File: src/rtl/core/bilinear_image_scaler_top_defines.svh
// assertion macros for the bilinear image scaler
// used by bilinear_image_scaler_top; needs clk and arst_n in scope
`ifndef BILINEAR_IMAGE_SCALER_TOP_DEFINES_SVH
`define BILINEAR_IMAGE_SCALER_TOP_DEFINES_SVH
`ifndef ASSERT_OFF
`define BIS_ASSERT_IMPLY(label, ante, cons) \
	label: assert property (@(posedge clk) disable iff (!arst_n) (ante) |-> (cons)) \
		else $error("bis assertion failed");
`define BIS_ASSERT_NEVER(label, cond) \
	label: assert property (@(posedge clk) disable iff (!arst_n) !(cond)) \
		else $error("bis assertion failed");
`else
`define BIS_ASSERT_IMPLY(label, ante, cons)
`define BIS_ASSERT_NEVER(label, cond)
`endif
`endif

File: src/rtl/core/bis_pkg.sv
// shared types and constants of the bilinear image scaler
// no dependencies
package bis_pkg;
	localparam int IDX_W   = 16;
	localparam int PIX_W   = 24;
	localparam int COORD_W = 12;
	localparam int STEP_W  = 24;
	localparam int SIZE_W  = 9;
	localparam int POS_W   = COORD_W + STEP_W;
	localparam int STORE_DEPTH = 1 << IDX_W;
	localparam int IQ_DEPTH = 4;
	localparam int IQ_AW    = 2;
	localparam int OQ_DEPTH = 8;
	localparam int OQ_AW    = 3;
	localparam logic [7:0] CH_MAX = 8'hff;

	typedef enum logic {
		ACT_LOAD = 1'b0,
		ACT_REQ  = 1'b1
	} act_t;

	typedef enum logic [1:0] {
		CFG_SRC_WIDTH  = 2'd0,
		CFG_SRC_HEIGHT = 2'd1,
		CFG_X_STEP     = 2'd2,
		CFG_Y_STEP     = 2'd3
	} cfg_idx_t;

	typedef struct packed {
		act_t             act;
		logic [IDX_W-1:0] idx;
		logic [PIX_W-1:0] pix;
		logic [POS_W-1:0] pos_x;
		logic [POS_W-1:0] pos_y;
	} cmd_t;

	typedef struct packed {
		logic [SIZE_W-1:0] src_width;
		logic [SIZE_W-1:0] src_height;
	} size_cfg_t;

	typedef struct packed {
		logic reserve;
		logic wr;
	} rq_ctl_t;

	typedef struct packed {
		logic space_ok;
		logic full;
	} rq_stat_t;
endpackage

File: src/rtl/core/bis_front.sv
// front end: takes items, forms source positions, queues commands
// depends on bis_pkg
module bis_front (
	input  logic                       clk,
	input  logic                       arst_n,
	input  logic                       push,
	output logic                       full,
	input  logic                       action,
	input  logic [bis_pkg::IDX_W-1:0]  load_index,
	input  logic [bis_pkg::PIX_W-1:0]  pixel_in,
	input  logic [bis_pkg::COORD_W-1:0] out_col,
	input  logic [bis_pkg::COORD_W-1:0] out_row,
	input  logic [bis_pkg::STEP_W-1:0] x_step,
	input  logic [bis_pkg::STEP_W-1:0] y_step,
	input  logic                       deq,
	output logic                       head_valid,
	output bis_pkg::cmd_t              head
);
	import bis_pkg::*;

	cmd_t            entry_q [IQ_DEPTH];
	logic [IQ_AW-1:0] wptr_q, rptr_q;
	logic [IQ_AW:0]   cnt_q;
	cmd_t            cmd;
	logic            wr, rd;

	always_comb begin
		cmd.act   = act_t'(action);
		cmd.idx   = load_index;
		cmd.pix   = pixel_in;
		cmd.pos_x = POS_W'(out_col) * POS_W'(x_step);
		cmd.pos_y = POS_W'(out_row) * POS_W'(y_step);
	end

	assign full       = (cnt_q == (IQ_AW+1)'(IQ_DEPTH));
	assign head_valid = (cnt_q != '0);
	assign head       = entry_q[rptr_q];
	assign wr         = push && !full;
	assign rd         = deq && head_valid;

	always_ff @(posedge clk) begin
		if (wr) begin
			entry_q[wptr_q] <= cmd;
		end
	end

	always_ff @(posedge clk or negedge arst_n) begin
		if (!arst_n) begin
			wptr_q <= '0;
			rptr_q <= '0;
			cnt_q  <= '0;
		end else begin
			if (wr) begin
				wptr_q <= wptr_q + 1'b1;
			end
			if (rd) begin
				rptr_q <= rptr_q + 1'b1;
			end
			cnt_q <= cnt_q + (IQ_AW+1)'(wr) - (IQ_AW+1)'(rd);
		end
	end
endmodule

File: config.mk
export PLATFORM = sky130hd
export DESIGN_NAME = bis_front
export DESIGN_NICKNAME = d
export VERILOG_FILES = /design/src/rtl/core/bilinear_image_scaler_top_defines.svh /design/src/rtl/core/bis_pkg.sv /design/src/rtl/core/bis_front.sv
export SDC_FILE = /design/constraint.sdc
export NUM_CORES = 2
export LEC_CHECK = 0
export BUFFER_PORTS_ARGS = -buffer_cell sky130_fd_sc_hd__buf_2
export CAP_MARGIN = 15
export CORE_MARGIN = 4
export CORE_UTILIZATION = 53
export DETAILED_ROUTE_END_ITERATION = 12
export PLACE_DENSITY = 0.71
export SLEW_MARGIN = 10
export SYNTH_ARGS = -nofsm -noshare
export SYNTH_HDL_FRONTEND = slang
export SYNTH_SLANG_ARGS = --single-unit
File: constraint.sdc
create_clock -name clk -period 6.7 [get_ports clk]
set_input_delay 1.005 -clock clk [delete_from_list [all_inputs] [get_ports clk]]
set_output_delay 1.005 -clock clk [all_outputs]
set_load 0.1 [all_outputs]
Word-level counts from Yosys, hierarchy flattened --
Memory sizes are Yosys's and may differ from the RTL's. Cells that the tools add are included.
Word-level totals: memory bits (writable) 452, memory bits (read-only) 0, register bits 7, bits in latches 0, output and inout port bits 115, input port bits 117, memories kept 1
Operators by class: $lt $le $gt $ge 0, multiplexer cells 2, $add $sub $neg 4, multipliers 2, bitwise gates (word level) 0, reduce and logical (&&, ||, !) cells 4, equal/unequal tests 1, shifts and indexed selects 0, div/mod/pow operators 0
Memory list:
- entry_q | words 4, width 113, rd ports 1, clocked after Yosys merged registers in 0, wr ports 1, RTL line bis_front.sv:21 | cmd_t entry_q [IQ_DEPTH];
Operator list (count):
- 12-bit by 24-bit multiplier with 36-bit output | 2
- 2-bit by 1-bit adder with 2-bit output, second input constant | 2
- 3-bit by 1-bit adder with 3-bit output | 1
- 3-bit equality test, second input constant | 1
- 3-bit nonzero test | 1
- 3-bit by 1-bit subtractor with 3-bit output | 1
- 1-bit logical AND | 2
- 1-bit 2-to-1 mux | 2
- 1-bit zero test | 1

Longest topological paths before layout --
depth in word-level cells 5, gate-level depth with buffers 22, mapped depth without buffers 20

Worst setup path before layout --
No wires, ideal clock.
path kind input port to flip-flop, from in y_step[15] (netlist name), to mem entry_q[0][26] (netlist name), data pin, setup time 0.273 ns, stages on the path 19, setup slack 0.822 ns, arrival 5.605 ns, cells stage by stage clkbuf_1 nand2_1 fa_1 inv_1 fa_1 fa_1 fa_1 inv_1 fa_1 inv_1 ha_1 a21oi_1 o21ai_1 a21o_1 a221o_1 a31oi_4 o21bai_1 a211oi_1 nor2_1
RTL lines:
- start: declaration | RTL line bis_front.sv:14 | input logic [bis_pkg::STEP_W-1:0] y_step,
- end: declaration | RTL line bis_front.sv:21

==> flow_summary.ini <==
[status]
outcome = complete, no violations

[hold_path]
type_of_the_tightest_min_delay_check = input port to asynchronous set/reset pin

[yosys]
synthesis.yosys.warnings = 0
synthesis.area_per_instance_um2 = 12.5
yosys.area_share.xor_xnor = 0.0157
synth.net_count = 3481
synth-seq-area-share = 0.397
synth_ff_type = edfxtp_1
post-synth-top-area-fraction = 0.392
synthesis.instances = 2769
synthesized_area_fraction_occupied_by_adder_cells = 0.311
synth-edff-count = 452
synth_top_family_by_area = adder cells
async_reset_ff_frac = 0.0153
synth_top_cell_by_area = edfxtp_1
netlist_top_cells_area = edfxtp_1 (39%), fa_1 (26%), mux4_2 (7.4%)
synth_compound_gate_area_share = 0.0353
synth_mux_area_frac = 0.0736
synth-simple-area-share = 0.0951
synthDistinctLibCells = 67
synthMostInstantiatedCell = inv_1
mappedNetlistArea_mm2 = 0.0346
yosys-top-cells-count = inv_1 (527), edfxtp_1 (452), fa_1 (441)
ys_seq_elements = 459

[sta]
timing.final.ws_setup_ns = 0.568
clock-skew-final_ns = 0.0306
max_clock_freq_ghz = 0.163
rsz0062_at_grt = false
final_hold_vio_count = 0
final-max-slew-violation-count = 0
setup_viol_count_final = 0
worst_slew_margin_rel = 0.318
setup-tns-final_ns = 0
timing.final.crit_share = 0.915
worst_slew_pin_slew_ns = 1.02
finalWorstPathRequiredPeriod_ns = 6.13

[layout]
drive_gt1_frac = 0.155
area_delta_synth_final_pct = 9.59
fill_cells = 5103
finish.net_count = 3645
final-instance-count-excl-fill = 3831

[route]
drt_pass1_iterations = 5
route.antenna.remaining_nets = 0
wirelength_mm = 74.7
drtIter0Drc = 1522
detail_route.vias_per_cell = 5.50
detail_route.drc_violations = 0
route.vias.total = 21100
detail_route.wl_per_cell_um = 19.5

[clock_network]
clk_pin_slew_ns = 0.06
worstSkewPairLatency_ns = 0.57
cts_setup_buffers = 0
cts_inserted_buffers = 44
cts_hold_buffers = 0
library_cell_used_as_clock_root_buffer = clkbuf_16
post_cts_resized = 0
clockBufferDepth = 3
cts_tree = built
cts_htree_levels = 2
cts.sinks = 459

[worst_setup_path]
worst_r2r_path_depth = 4
timing.critical_path.arrival_ns = 6.40
timing.critical_path.from_type = input port
worst-path-max-fanout = 24
type_of_element_capturing_the_critical_path = flop
setup.worst_path.class = input port to flop
crit_required_ns = 6.97

[floorplan]
initial_cell_density_of_the_core = 0.536
number_of_placed_i_o_pins = 232
core_mm2 = 0.0646
core.rowCount = 93
dieHeight_um = 263
fp.dieW_um = 263
floorplan.die_area_mm2 = 0.0694

[placed_design]
dp_hpwl_mm = 55.1
gpl_wtd_cong = 0.885
port_buffers = 231
preCtsSetupSlack_ns = 0.0534
dp.cells = 3742

[global_route]
globalRouteOverflowTotal = 0
grt_antenna_before_repair = 9
grt_start_max_net_pins = 70
grtUsageTotal = 0.222
grt_first_pass_wirelength_mm = 123
first_global_vias = 23000

[job]
maxCapViolCount = 0
## critical path, cell delays in order
cell      delay (ns)
buf_2           0.42
nand2_1         0.15
fa_1            0.56
inv_1           0.06
fa_1            0.54
fa_1            0.42
fa_1            0.50
inv_1           0.06
fa_1            0.47
inv_1           0.04
ha_1            0.35
a21oi_1         0.22
o21ai_1         0.14
a211oi_2        0.36
nand2_1         0.15
a211oi_1        0.47
o21ai_1         0.20
nand3_1         0.13
a221oi_1        0.12
## routing by layer
layer | track usage | routed length, um | part of all wire | vias up
met4 | 0.0755 | 2620 | 0.035 | 4
met2 | 0.362 | 36400 | 0.49 | 728
met5 | 0 | 23 | 0.00031 | -
li1 | - | - | - | 9295
met3 | 0.0423 | 5350 | 0.072 | 154
met1 | 0.304 | 30300 | 0.41 | 10900
## cell families after synthesis
| logic type | count (synthesis) |
|---|---|
| AO/OA/AOI/OAI | 177 |
| buffers and inverters | 658 |
| XOR/XNOR | 62 |
| multiplexers | 113 |
| AND/OR/NAND/NOR | 705 |
| adder cells (fa/ha/maj) | 595 |
| flip-flops | 459 |
## placed cells by master (no fill, tap or decap), types with 6 or more instances in the layout
master and instances:
a21o_1 21, o21bai_1 8, clkinv_1 6, buf_2 231, a211oi_1 8, inv_1 527
o21ai_1 7, a31oi_1 6, clkbuf_1 17, diode_2 8, and2_4 6, clkbuf_16 45
buf_4 16, nand3_1 12, and2_1 183, xnor2_1 43, a21oi_1 65, ha_1 154
edfxtp_1 452, a21oi_2 8, mux4_2 113, nand2_1 435, nor2_1 27, xor2_1 19
and3_1 6, fa_1 441, o21ai_0 19
## final timing paths
check / startpoint / end / slack, ns
setup / recovery: out_row[6] / entry_q[2][33]$_DFFE_PP_ / 0.57
hold / removal: arst_n / cnt_q[2]$_DFF_PN0_ / 0.26
setup reg to reg: cnt_q[2]$_DFF_PN0_ / entry_q[0][81]$_DFFE_PP_ / 3.94
hold reg to reg: cnt_q[0]$_DFF_PN0_ / cnt_q[0]$_DFF_PN0_ / 0.56
max in group asynchronous: arst_n / rptr_q[0]$_DFFE_PN0P_ / 6.24
min in group clk: cnt_q[0]$_DFF_PN0_ / cnt_q[0]$_DFF_PN0_ / 0.56
## cell type report
| type | count | area (um^2) | area share |
|---|---|---|---|
| antenna | 8 | 20.0 | 0.000528 |
| tap | 855 | 1070 | 0.0282 |
| multi-input combinational | 1652 | 18400 | 0.484 |
| clock buffer | 65 | 1230 | 0.0325 |
| timing repair buffer | 248 | 1300 | 0.0342 |
| sequential | 459 | 13800 | 0.363 |
| clock inverter | 16 | 193 | 0.00508 |
| inverter | 528 | 1980 | 0.0523 |
## state kept, by name, indices dropped and copies added, names as in the netlist
register  cells
cnt_q         3
rptr_q        2
entry_q     452
wptr_q        2
## through the flow
stage               hold slack, ns   util  instance area [um^2]
floorplan                    0.495      -                 34600
global route                 0.245  0.587                 37900
global placement             0.506  0.565                 36500
detailed placement           0.542  0.565                 36500
finish                       0.264  0.587                 37900
CTS                          0.235  0.587                 37900
Power is not shown: default switching activity piles up to over one toggle a cycle in this logic, so the estimate is an artifact.
