## config.mk

```make
export PLATFORM = sky130hd
export DESIGN_NAME = bis_outq
export DESIGN_NICKNAME = d
export VERILOG_FILES = /design/src/rtl/core/bilinear_image_scaler_top_defines.svh /design/src/rtl/core/bis_pkg.sv /design/src/rtl/core/bis_outq.sv
export SDC_FILE = /design/constraint.sdc
export NUM_CORES = 1
export LEC_CHECK = 0
export ABC_CLOCK_PERIOD_IN_PS = 4200
export BUFFER_PORTS_ARGS = -buffer_cell sky130_fd_sc_hd__buf_2
export CORE_MARGIN = 2
export CORE_UTILIZATION = 60
export DETAILED_ROUTE_END_ITERATION = 10
export PLACE_DENSITY = 0.79
export SYNTH_ARGS = -nofsm -noshare
export SYNTH_HDL_FRONTEND = slang
export SYNTH_SLANG_ARGS = --single-unit
```

## constraint.sdc

```tcl
create_clock -name clk -period 4.2 [get_ports clk]
set_input_delay 0.21 -clock clk [delete_from_list [all_inputs] [get_ports clk]]
set_output_delay 0.21 -clock clk [all_outputs]
set_load 0.01 [all_outputs]
```

## src/rtl/core/bilinear_image_scaler_top_defines.svh

```systemverilog
// assertion macros for the bilinear image scaler
// used by bilinear_image_scaler_top; needs clk and arst_n in scope
`ifndef BILINEAR_IMAGE_SCALER_TOP_DEFINES_SVH
`define BILINEAR_IMAGE_SCALER_TOP_DEFINES_SVH
`ifndef ASSERT_OFF
`define BIS_ASSERT_IMPLY(label, ante, cons) \
	label: assert property (@(posedge clk) disable iff (!arst_n) (ante) |-> (cons)) \
		else $error("bis assertion failed");
`define BIS_ASSERT_NEVER(label, cond) \
	label: assert property (@(posedge clk) disable iff (!arst_n) !(cond)) \
		else $error("bis assertion failed");
`else
`define BIS_ASSERT_IMPLY(label, ante, cons)
`define BIS_ASSERT_NEVER(label, cond)
`endif
`endif

```

## src/rtl/core/bis_pkg.sv

```systemverilog
// shared types and constants of the bilinear image scaler
// no dependencies
package bis_pkg;
	localparam int IDX_W   = 16;
	localparam int PIX_W   = 24;
	localparam int COORD_W = 12;
	localparam int STEP_W  = 24;
	localparam int SIZE_W  = 9;
	localparam int POS_W   = COORD_W + STEP_W;
	localparam int STORE_DEPTH = 1 << IDX_W;
	localparam int IQ_DEPTH = 4;
	localparam int IQ_AW    = 2;
	localparam int OQ_DEPTH = 8;
	localparam int OQ_AW    = 3;
	localparam logic [7:0] CH_MAX = 8'hff;

	typedef enum logic {
		ACT_LOAD = 1'b0,
		ACT_REQ  = 1'b1
	} act_t;

	typedef enum logic [1:0] {
		CFG_SRC_WIDTH  = 2'd0,
		CFG_SRC_HEIGHT = 2'd1,
		CFG_X_STEP     = 2'd2,
		CFG_Y_STEP     = 2'd3
	} cfg_idx_t;

	typedef struct packed {
		act_t             act;
		logic [IDX_W-1:0] idx;
		logic [PIX_W-1:0] pix;
		logic [POS_W-1:0] pos_x;
		logic [POS_W-1:0] pos_y;
	} cmd_t;

	typedef struct packed {
		logic [SIZE_W-1:0] src_width;
		logic [SIZE_W-1:0] src_height;
	} size_cfg_t;

	typedef struct packed {
		logic reserve;
		logic wr;
	} rq_ctl_t;

	typedef struct packed {
		logic space_ok;
		logic full;
	} rq_stat_t;
endpackage

```

## src/rtl/core/bis_outq.sv

```systemverilog
// result queue with slot reservation for results still in flight
// depends on bis_pkg
module bis_outq (
	input  logic                      clk,
	input  logic                      arst_n,
	input  bis_pkg::rq_ctl_t          rq_ctl,
	input  logic [bis_pkg::PIX_W-1:0] res_pix,
	output bis_pkg::rq_stat_t         rq_stat,
	output logic                      empty,
	input  logic                      pop,
	output logic [bis_pkg::PIX_W-1:0] pixel_out
);
	import bis_pkg::*;

	logic [PIX_W-1:0] entry_q [OQ_DEPTH];
	logic [OQ_AW-1:0] wptr_q, rptr_q;
	logic [OQ_AW:0]   cnt_q, resv_q;
	logic             rd;

	assign empty     = (cnt_q == '0);
	assign pixel_out = entry_q[rptr_q];
	assign rd        = pop && !empty;
	assign rq_stat.space_ok = (resv_q < (OQ_AW+1)'(OQ_DEPTH));
	assign rq_stat.full     = (cnt_q == (OQ_AW+1)'(OQ_DEPTH));

	always_ff @(posedge clk) begin
		if (rq_ctl.wr) begin
			entry_q[wptr_q] <= res_pix;
		end
	end

	always_ff @(posedge clk or negedge arst_n) begin
		if (!arst_n) begin
			wptr_q <= '0;
			rptr_q <= '0;
			cnt_q  <= '0;
			resv_q <= '0;
		end else begin
			if (rq_ctl.wr) begin
				wptr_q <= wptr_q + 1'b1;
			end
			if (rd) begin
				rptr_q <= rptr_q + 1'b1;
			end
			cnt_q  <= cnt_q + (OQ_AW+1)'(rq_ctl.wr) - (OQ_AW+1)'(rd);
			resv_q <= resv_q + (OQ_AW+1)'(rq_ctl.reserve) - (OQ_AW+1)'(rd);
		end
	end
endmodule

```

# Word level (Yosys, flattened, before mapping)
# Memories as Yosys holds them, arrays and structs flattened.
# Index checks and enable logic that the tools add are counted.
# totals
ramBits	192
regBits	14
mem_count	1
# mem_list
name	depth	word_bits	rd	rd_clocked_by_memory_dff	wr	line	rtl
entry_q	8	24	1	0	1	bis_outq.sv:15	logic [PIX_W-1:0] entry_q [OQ_DEPTH];
# classes
add_sub_neg	6
n_eq_ne	1
n_mux	2
n_reduce_logical	3
magnitude_cmp	1
# op_table
cell	count
$add A4 B1 Y4	2
$sub A4 B1 Y4	2
$add A3 B1 Y3 const B	2
$eq A4 B4 Y1 const B	1
$logic_not A4 Y1	1
$lt A4 B4 Y1 const B	1
$mux W1	2
$logic_and A1 B1 Y1	1
$logic_not A1 Y1	1

# Depth between registers and ports, before layout
# Gate-level depths: netlist of run 1.
# logic_depth
depth_word	4
mapped_depth	11

# Least setup slack after synthesis of run 1
# OpenSTA, ideal clock, no wires.
# synth_timing
kind	register -> register
startpoint	register wptr_q[2]
endpoint	memory entry_q[0][0], enable pin
required_time_ps	3765
path_stages_with_launch	3
n_path_buf	0
t_arrival_ps	2241
setup_slack_ps	1523
period_less_slack_ps	2677
cell_sequence	dfrtp_1 > nand2b_1 > nor3_1
# synth_lines
element	line	rtl
start: declaration	bis_outq.sv:16	logic [OQ_AW-1:0] wptr_q, rptr_q;
start signal: assignment	bis_outq.sv:40	wptr_q <= wptr_q + 1'b1;
end: declaration	bis_outq.sv:15	
# No word-level cell before the write port.

# Final worst setup path of run 1
# layout_timing
startpoint	register rptr_q[0]
endpoint	output port pixel_out[6] in the netlist's numbering
# layout_between
elab_chain_len	1
# layout_lines
element	line	rtl
start: declaration	bis_outq.sv:16	
start signal: assignment	bis_outq.sv:43	rptr_q <= rptr_q + 1'b1;
$mem_v2 Z8 W24	--	
end: declaration	bis_outq.sv:11	output logic [bis_pkg::PIX_W-1:0] pixel_out
# No other way between the ends.

==> results of run 1 <==
power by group:
| part | total (mW) | internal (mW) | leakage (nW) | switching [mW] |
|---|---|---|---|---|
| Clock | 1.68 | 0.985 | 0.307 | 0.698 |
| Combinational | 1.82 | 1.05 | 1.09 | 0.775 |
| Sequential | 2.97 | 2.61 | 1.91 | 0.357 |
| Total | 6.47 | 4.64 | 3.30 | 1.83 |
logic make-up (layout without fill, tap and decap cells):
kind of cell / after synthesis / after routing / share of synthesized area, %
AO/OA/AOI/OAI: 4 / 4 / 0.310
buffers and inverters: 29 / 142 / 1.94
flip-flops: 206 / 206 / 75.8
multiplexers: 74 / 74 / 17.5
adder cells (fa/ha/maj): 14 / 14 / 2.36
XOR/XNOR: 9 / 9 / 0.977
AND/OR/NAND/NOR: 19 / 19 / 1.12
critical path, delay by kind of cell, from the launching register on:
family	cells	cell delay, ns
DFF	1	1.06
muxes	2	0.92
buffers and inverters	1	0.14
layout by cell type, fill, tap and decap left out:
cell,n
sky130_fd_sc_hd__bufinv_16,1
sky130_fd_sc_hd__dfrtp_4,1
sky130_fd_sc_hd__and3_1,1
sky130_fd_sc_hd__inv_1,15
sky130_fd_sc_hd__dfrtp_1,12
sky130_fd_sc_hd__nor2_1,1
sky130_fd_sc_hd__xor2_1,4
sky130_fd_sc_hd__nor3b_1,1
sky130_fd_sc_hd__buf_2,55
sky130_fd_sc_hd__xnor2_1,5
sky130_fd_sc_hd__fa_1,2
sky130_fd_sc_hd__clkbuf_1,8
sky130_fd_sc_hd__nor3_2,2
sky130_fd_sc_hd__clkinv_1,1
sky130_fd_sc_hd__nand2_1,4
sky130_fd_sc_hd__dlygate4sd3_1,25
sky130_fd_sc_hd__mux2_2,16
sky130_fd_sc_hd__nor2_2,6
sky130_fd_sc_hd__dfrtp_2,1
sky130_fd_sc_hd__a21o_1,2
sky130_fd_sc_hd__clkbuf_16,21
sky130_fd_sc_hd__buf_4,10
sky130_fd_sc_hd__clkinv_2,6
sky130_fd_sc_hd__a21oi_1,2
sky130_fd_sc_hd__mux4_2,48
sky130_fd_sc_hd__edfxtp_1,192
sky130_fd_sc_hd__nand2b_1,4
sky130_fd_sc_hd__ha_1,12
sky130_fd_sc_hd__mux2_4,10
timing repair:
item / CTS / global route
endpoints found under the setup margin: 0 / 0
endpoints found under the hold margin: 189 / 0
setup buffers: 0 / 0
hold buffers: 25 / 0
worst max path at each step:
stage	start	end	slack [ns]	cells after the start
finish	rptr_q[0]	pixel_out[6]	1.35	3
global route	rptr_q[0]	pixel_out[6]	1.17	3
CTS	rptr_q[0]	pixel_out[6]	1.26	3
detailed placement	cnt_q[2]	resv_q[1]	1.76	11
global placement	rptr_q[0]	pixel_out[5]	1.81	3
floorplan	wptr_q[2]	entry_q[0][0]	1.52	2
registers in the layout, indices dropped and copies added (netlist names):
| signal | cells |
|---|---|
| resv_q | 4 |
| rptr_q | 3 |
| wptr_q | 3 |
| entry_q | 192 |
| cnt_q | 4 |
per-layer routing:
metal	vias up	share of wire, %
met5	-	0
met4	0	2.6
met3	28	5.8
met2	111	51
met1	1897	41
li1	1638	-
stage by stage:
step           total power, mW  setup WS (ns)  cell area [sq um]  std cells  util (%)
3_3_place_gp              4.78           1.81               8570        582      65.0
6_report                  6.47           1.35               9440        644      71.6
5_1_grt                   6.80           1.17               9440        644      71.6
4_1_cts                   6.55           1.26               9440        644      71.6
3_5_place_dp              4.86           1.76               8570        582      65.0
2_1_floorplan             4.29           1.52               8070        355         -
area by class of cell:
class | instances | share of cell area [%]
inverter | 15 | 0.597
sequential | 206 | 64.9
tap | 176 | 2.33
clock inverter | 8 | 0.676
clock buffer | 29 | 5.89
timing repair buffer | 90 | 6.36
multi-input combinational | 120 | 19.3
==> Flow_metrics.wiki, run 1 <==
{| class="wikitable"
! Metric !! Value
|-
| Run status || finished clean
|-
| Drt wl/cell || 21.9 microns
|-
| Worst Max-Slew Pin Slew || 1.13 ns
|-
| Cell area after synthesis || 8070 sq um
|-
| Count of warnings emitted by yosys || 0
|-
| Total wirelength of the detailed-routed design || 14100 microns
|-
| Most frequent cells after synthesis || 192 x sky130_fd_sc_hd__edfxtp_1, 48 x sky130_fd_sc_hd__mux4_2, 16 x sky130_fd_sc_hd__mux2_2
|-
| Standard cell with the maximum stage delay on the critical path || sky130_fd_sc_hd__dfrtp_4
|-
| Count of unresolved DRC violations after routing || 0
|-
| Hold Crit Start || res_pix[7]
|-
| Cell area power density || 686 nW/um^2
|-
| Root buffer cell || sky130_fd_sc_hd__clkbuf_16
|-
| Post-detail-place hpwl || 7570 microns
|-
| Global-route track usage on met2 || 34.8%
|-
| Die span in y || 120 microns
|-
| Leading area contributor after synthesis || sky130_fd_sc_hd__edfxtp_1
|-
| Core region area || 13200 sq um
|-
| Static Leak || 3.30 nW
|-
| Remaining number of nets flagged by the antenna check after routing || 0
|-
| Effective utilization at floorplan || 61.2%
|-
| Global-route wire length before repair || 22300 microns
|-
| Setup skew after layout || 0.00588 ns
|-
| Setup-violating endpoint count in the final report || 0
|-
| Post-synth EDFFs || 192
|-
| Endpoint class of the critical path || primary output
|-
| Class of the tightest hold or removal check || primary input to flop
|-
| Post-route setup TNS || 0 ns
|-
| Most repeated cell in the gate-level netlist after synthesis || sky130_fd_sc_hd__edfxtp_1
|-
| Number of distinct standard cells referenced by the synthesized netlist || 23
|-
| Met3 Usage GRT || 3.66%
|-
| Maximum clock rate || 351 MHz
|-
| CP required || 3.99 ns
|-
| Number of placement rows || 42
|-
| Async set or reset register ratio after synthesis || 6.80%
|-
| Number of iterations in the first detailed-routing pass || 4
|-
| Width of the die || 120 microns
|-
| End point of the worst hold path || entry_q[0][7]
|-
| CTS sink cnt || 206
|-
| Reg2Reg Depth || 10
|-
| Met1 demand-to-capacity share in global routing || 28.1%
|-
| Sequential element share of the synthesized area || 75.8%
|-
| Filler Cell Count || 768
|-
| FF-to-FF Start || cnt_q[2]
|-
| Vias || 3674
|-
| Number of violations of the max-capacitance limit || 0
|-
| Post-CTS Resized || 0
|-
| Post-synthesis sequential element count || 206
|-
| Minimum clock period || 2.85 ns
|-
| Critical path data arrival time || 2.64 ns
|-
| Global route total overflow || 0
|-
| Peak supply drop || 433 uV
|-
| Routability congestion estimate from global placement || 0.765
|-
| Minimum hold slack || 0.00460 ns
|-
| Clock Pin Slew Worst Setup and Hold Paths || 0.06 ns
|-
| IO buf count || 55
|-
| Area taken by flip-flops and latches || 6120 sq um
|-
| Clock latency of the later-clocked register in the worst-skew pair || 0.49 ns
|-
| Crit Path Max Fanout || 50
|-
| Routed via count divided by cell count || 5.70
|-
| Worst rel slew slack || 24.9%
|-
| Max-slew violations || 0
|-
| Combined area of the multi-input logic cells || 1820 sq um
|-
| Final count of hold timing violations || 0
|-
| TritonCTS clock tree || yes
|-
| Number of global-route vias before repair || 3990
|-
| Tcrit/Tclk final || 67.9%
|-
| Diodes inserted || 0
|-
| Hold Path Stages || 1
|-
| Net count of the mapped netlist || 398
|-
| Share of cells above drive strength 1 || 37.8%
|-
| Reg2Reg Capture Point || cnt_q[2]
|-
| Most Crowded Layer GR || met2
|-
| Bufs on Longest Clock Path || 3
|-
| Largest net degree at the start of global routing || 51
|-
| NumNets Final || 497
|-
| Setup CP Type || flop to primary output
|-
| Slack of the worst reg-to-reg path || 1.75 ns
|-
| Initial antenna violation count || 0
|-
| Count of routing violations after the opening detailed-route iteration || 345
|-
| Post-Syn Area per Cell || 22.7 sq um
|-
| Crit start category || flop
|-
| Cell types with the largest area share after synthesis || sky130_fd_sc_hd__edfxtp_1 71%, sky130_fd_sc_hd__mux4_2 13%, sky130_fd_sc_hd__dfrtp_1 4.3%
|-
| CP Cell Sequence || mux4_2, mux2_4, buf_2
|-
| Synthesized netlist cell count || 355
|-
| Global router's overall resource usage || 20.8%
|-
| Setup repair after global routing missed its margin || false
|-
| TritonCTS Buffers || 21
|-
| Delay contributed by the slowest stage of the critical path || 1.06 ns
|-
| I/O Pins || 56
|-
| Most frequently used flop master after synthesis || sky130_fd_sc_hd__edfxtp_1
|-
| Level count of the clock H-tree || 1
|-
| Layout Area Growth over Synthesis || 17.0%
|-
| Die Outline Area || 14400 sq um
|-
| Top cell type's share of synthesized area || 71.5%
|}
(Power assumes the default switching activity.)
==> inputs of run 2 (changes only) <==
ABC_CLOCK_PERIOD_IN_PS = 2700   (was 4200)
clock period = 2.7 ns   (was 4.2 ns; I/O delays follow)
==> Flow_metrics.wiki, run 2 (synthesis results as in run 1) <==
{| class="wikitable"
! Metric !! Value
|-
| Level count of the clock H-tree || 1
|-
| Die span in y || 120 microns
|-
| Instance count after placement with tap cells included || 591
|-
| Effective utilization at floorplan || 61.2%
|-
| Number of placement rows || 42
|-
| Setup-violating endpoint count in the final report || 0
|-
| Most Crowded Layer GR || met2
|-
| Final count of hold timing violations || 0
|-
| Global-route track usage on met2 || 35.5%
|-
| NumNets Final || 508
|-
| Clock Pin Slew Worst Setup and Hold Paths || 0.06 ns
|-
| Commonest non-fill, non-tap cells in the layout || 192 x sky130_fd_sc_hd__edfxtp_1, 55 x sky130_fd_sc_hd__buf_2, 48 x sky130_fd_sc_hd__mux4_2
|-
| Max-slew violations || 0
|-
| Bufs on Longest Clock Path || 3
|-
| Largest registers || entry_q (192), cnt_q (4), resv_q (4)
|-
| Post-detail-place hpwl || 8520 microns
|-
| Filler Cell Count || 771
|-
| Worst Max-Slew Pin Slew || 0.670 ns
|-
| Top register by number of flip-flops || entry_q
|-
| Minimum hold slack || 0.0251 ns
|-
| Diodes inserted || 0
|-
| Crit Path Max Fanout || 32
|-
| Met3 Usage GRT || 3.42%
|-
| Number of iterations in the first detailed-routing pass || 4
|-
| Setup repair bufs after CTS || 0
|-
| Vias || 3752
|-
| Run status || finished clean
|-
| Met1 demand-to-capacity share in global routing || 29.3%
|-
| Cell area power density || 1060 nW/um^2
|-
| Cts hold-fix bufs || 27
|-
| Tcrit/Tclk final || 90.8%
|-
| Global router's overall resource usage || 21.2%
|-
| Peak supply drop || 561 uV
|-
| TritonCTS clock tree || yes
|-
| Most common cell after layout, fill and taps aside || sky130_fd_sc_hd__edfxtp_1
|-
| Layout Area Growth over Synthesis || 18.2%
|-
| Post-route setup TNS || 0 ns
|-
| Global-route wire length before repair || 22700 microns
|-
| Initial antenna violation count || 0
|-
| Setup repair after global routing missed its margin || false
|-
| Maximum clock rate || 408 MHz
|-
| Setup CP Type || flop to primary output
|-
| I/O Pins || 56
|-
| Core region area || 13200 sq um
|-
| Static Leak || 3.35 nW
|-
| Endpoint class of the critical path || primary output
|-
| Count of routing violations after the opening detailed-route iteration || 350
|-
| Global route total overflow || 0
|-
| Share of cells above drive strength 1 || 38.2%
|-
| Number of global-route vias before repair || 4101
|-
| CP required || 2.57 ns
|-
| Largest net degree at the start of global routing || 33
|-
| Crit start category || flop
|-
| Number of violations of the max-capacitance limit || 0
|-
| Class of the tightest hold or removal check || primary input to flop
|-
| Root buffer cell || sky130_fd_sc_hd__clkbuf_16
|-
| Drt wl/cell || 22.2 microns
|-
| TritonCTS Buffers || 21
|-
| Width of the die || 120 microns
|-
| Die Outline Area || 14400 sq um
|-
| Count of unresolved DRC violations after routing || 0
|-
| CTS sink cnt || 206
|-
| Flip-flop count of the largest register after layout || 192
|-
| Critical path data arrival time || 2.32 ns
|-
| Post-CTS Resized || 0
|-
| Remaining number of nets flagged by the antenna check after routing || 0
|-
| Final Non-Filler Cells || 652
|-
| Routability congestion estimate from global placement || 0.786
|-
| Routed via count divided by cell count || 5.75
|-
| IO buf count || 55
|-
| Setup skew after layout || 0.0127 ns
|-
| Worst rel slew slack || 55.3%
|-
| Clock latency of the later-clocked register in the worst-skew pair || 0.48 ns
|-
| Minimum clock period || 2.45 ns
|-
| Total wirelength of the detailed-routed design || 14500 microns
|-
| Total Power || 10.1 mW
|}
## run 2: cell type report
class                   instances  area [sq um]  area share [%]
clock inverters                 7          33.8           0.354
clock buffers                  27           548            5.75
flip-flops and latches        206          6120            64.2
repair buffers                101           738            7.74
multi-input cells             120          1820            19.1
inverters                      15          56.3           0.590
well taps                     176           220            2.31
## run 2: worst paths after layout
check / cells after the start / startpoint / slack [ns] / to
hold reg to reg: 1 / wptr_q[2] / 0.51 / wptr_q[2]
setup reg to reg: 10 / cnt_q[2] / 0.31 / cnt_q[2]
min in group asynchronous: 2 / arst_n / 0.09 / rptr_q[2]
setup / recovery: 4 / rptr_q[0] / 0.25 / pixel_out[6]
max in group asynchronous: 2 / arst_n / 2.33 / rptr_q[0]
hold / removal: 3 / pop / 0.03 / rptr_q[0]
## run 2: critical path, cell delays in order (launching register included)
cell                      delay (ns)
sky130_fd_sc_hd__dfrtp_4        0.55
sky130_fd_sc_hd__buf_12         0.30
sky130_fd_sc_hd__mux4_2         0.55
sky130_fd_sc_hd__mux2_4         0.30
sky130_fd_sc_hd__buf_2          0.14
## run 2: per-stage QoR
stage | cell area, sq um | setup slack, ns | util, %
global route | 9540 | 0.136 | 72.3
global placement | 8690 | 0.434 | 65.9
detailed placement | 8690 | 0.302 | 65.9
floorplan | 8070 | 0.0234 | -
finish | 9540 | 0.249 | 72.3
CTS | 9540 | 0.192 | 72.3
## run 2: where the power goes
group / switching (mW) / total (mW) / internal [mW]
Sequential: 0.306 / 4.37 / 4.06
Clock: 1.07 / 2.49 / 1.42
Combinational: 1.52 / 3.26 / 1.73
## run 2: routing by layer
| metal | share of wire [%] | routed length, microns |
|---|---|---|
| met1 | 40 | 5770 |
| met2 | 53 | 7640 |
| met3 | 6.3 | 909 |
| met4 | 1.1 | 159 |
| met5 | 0 | 0 |
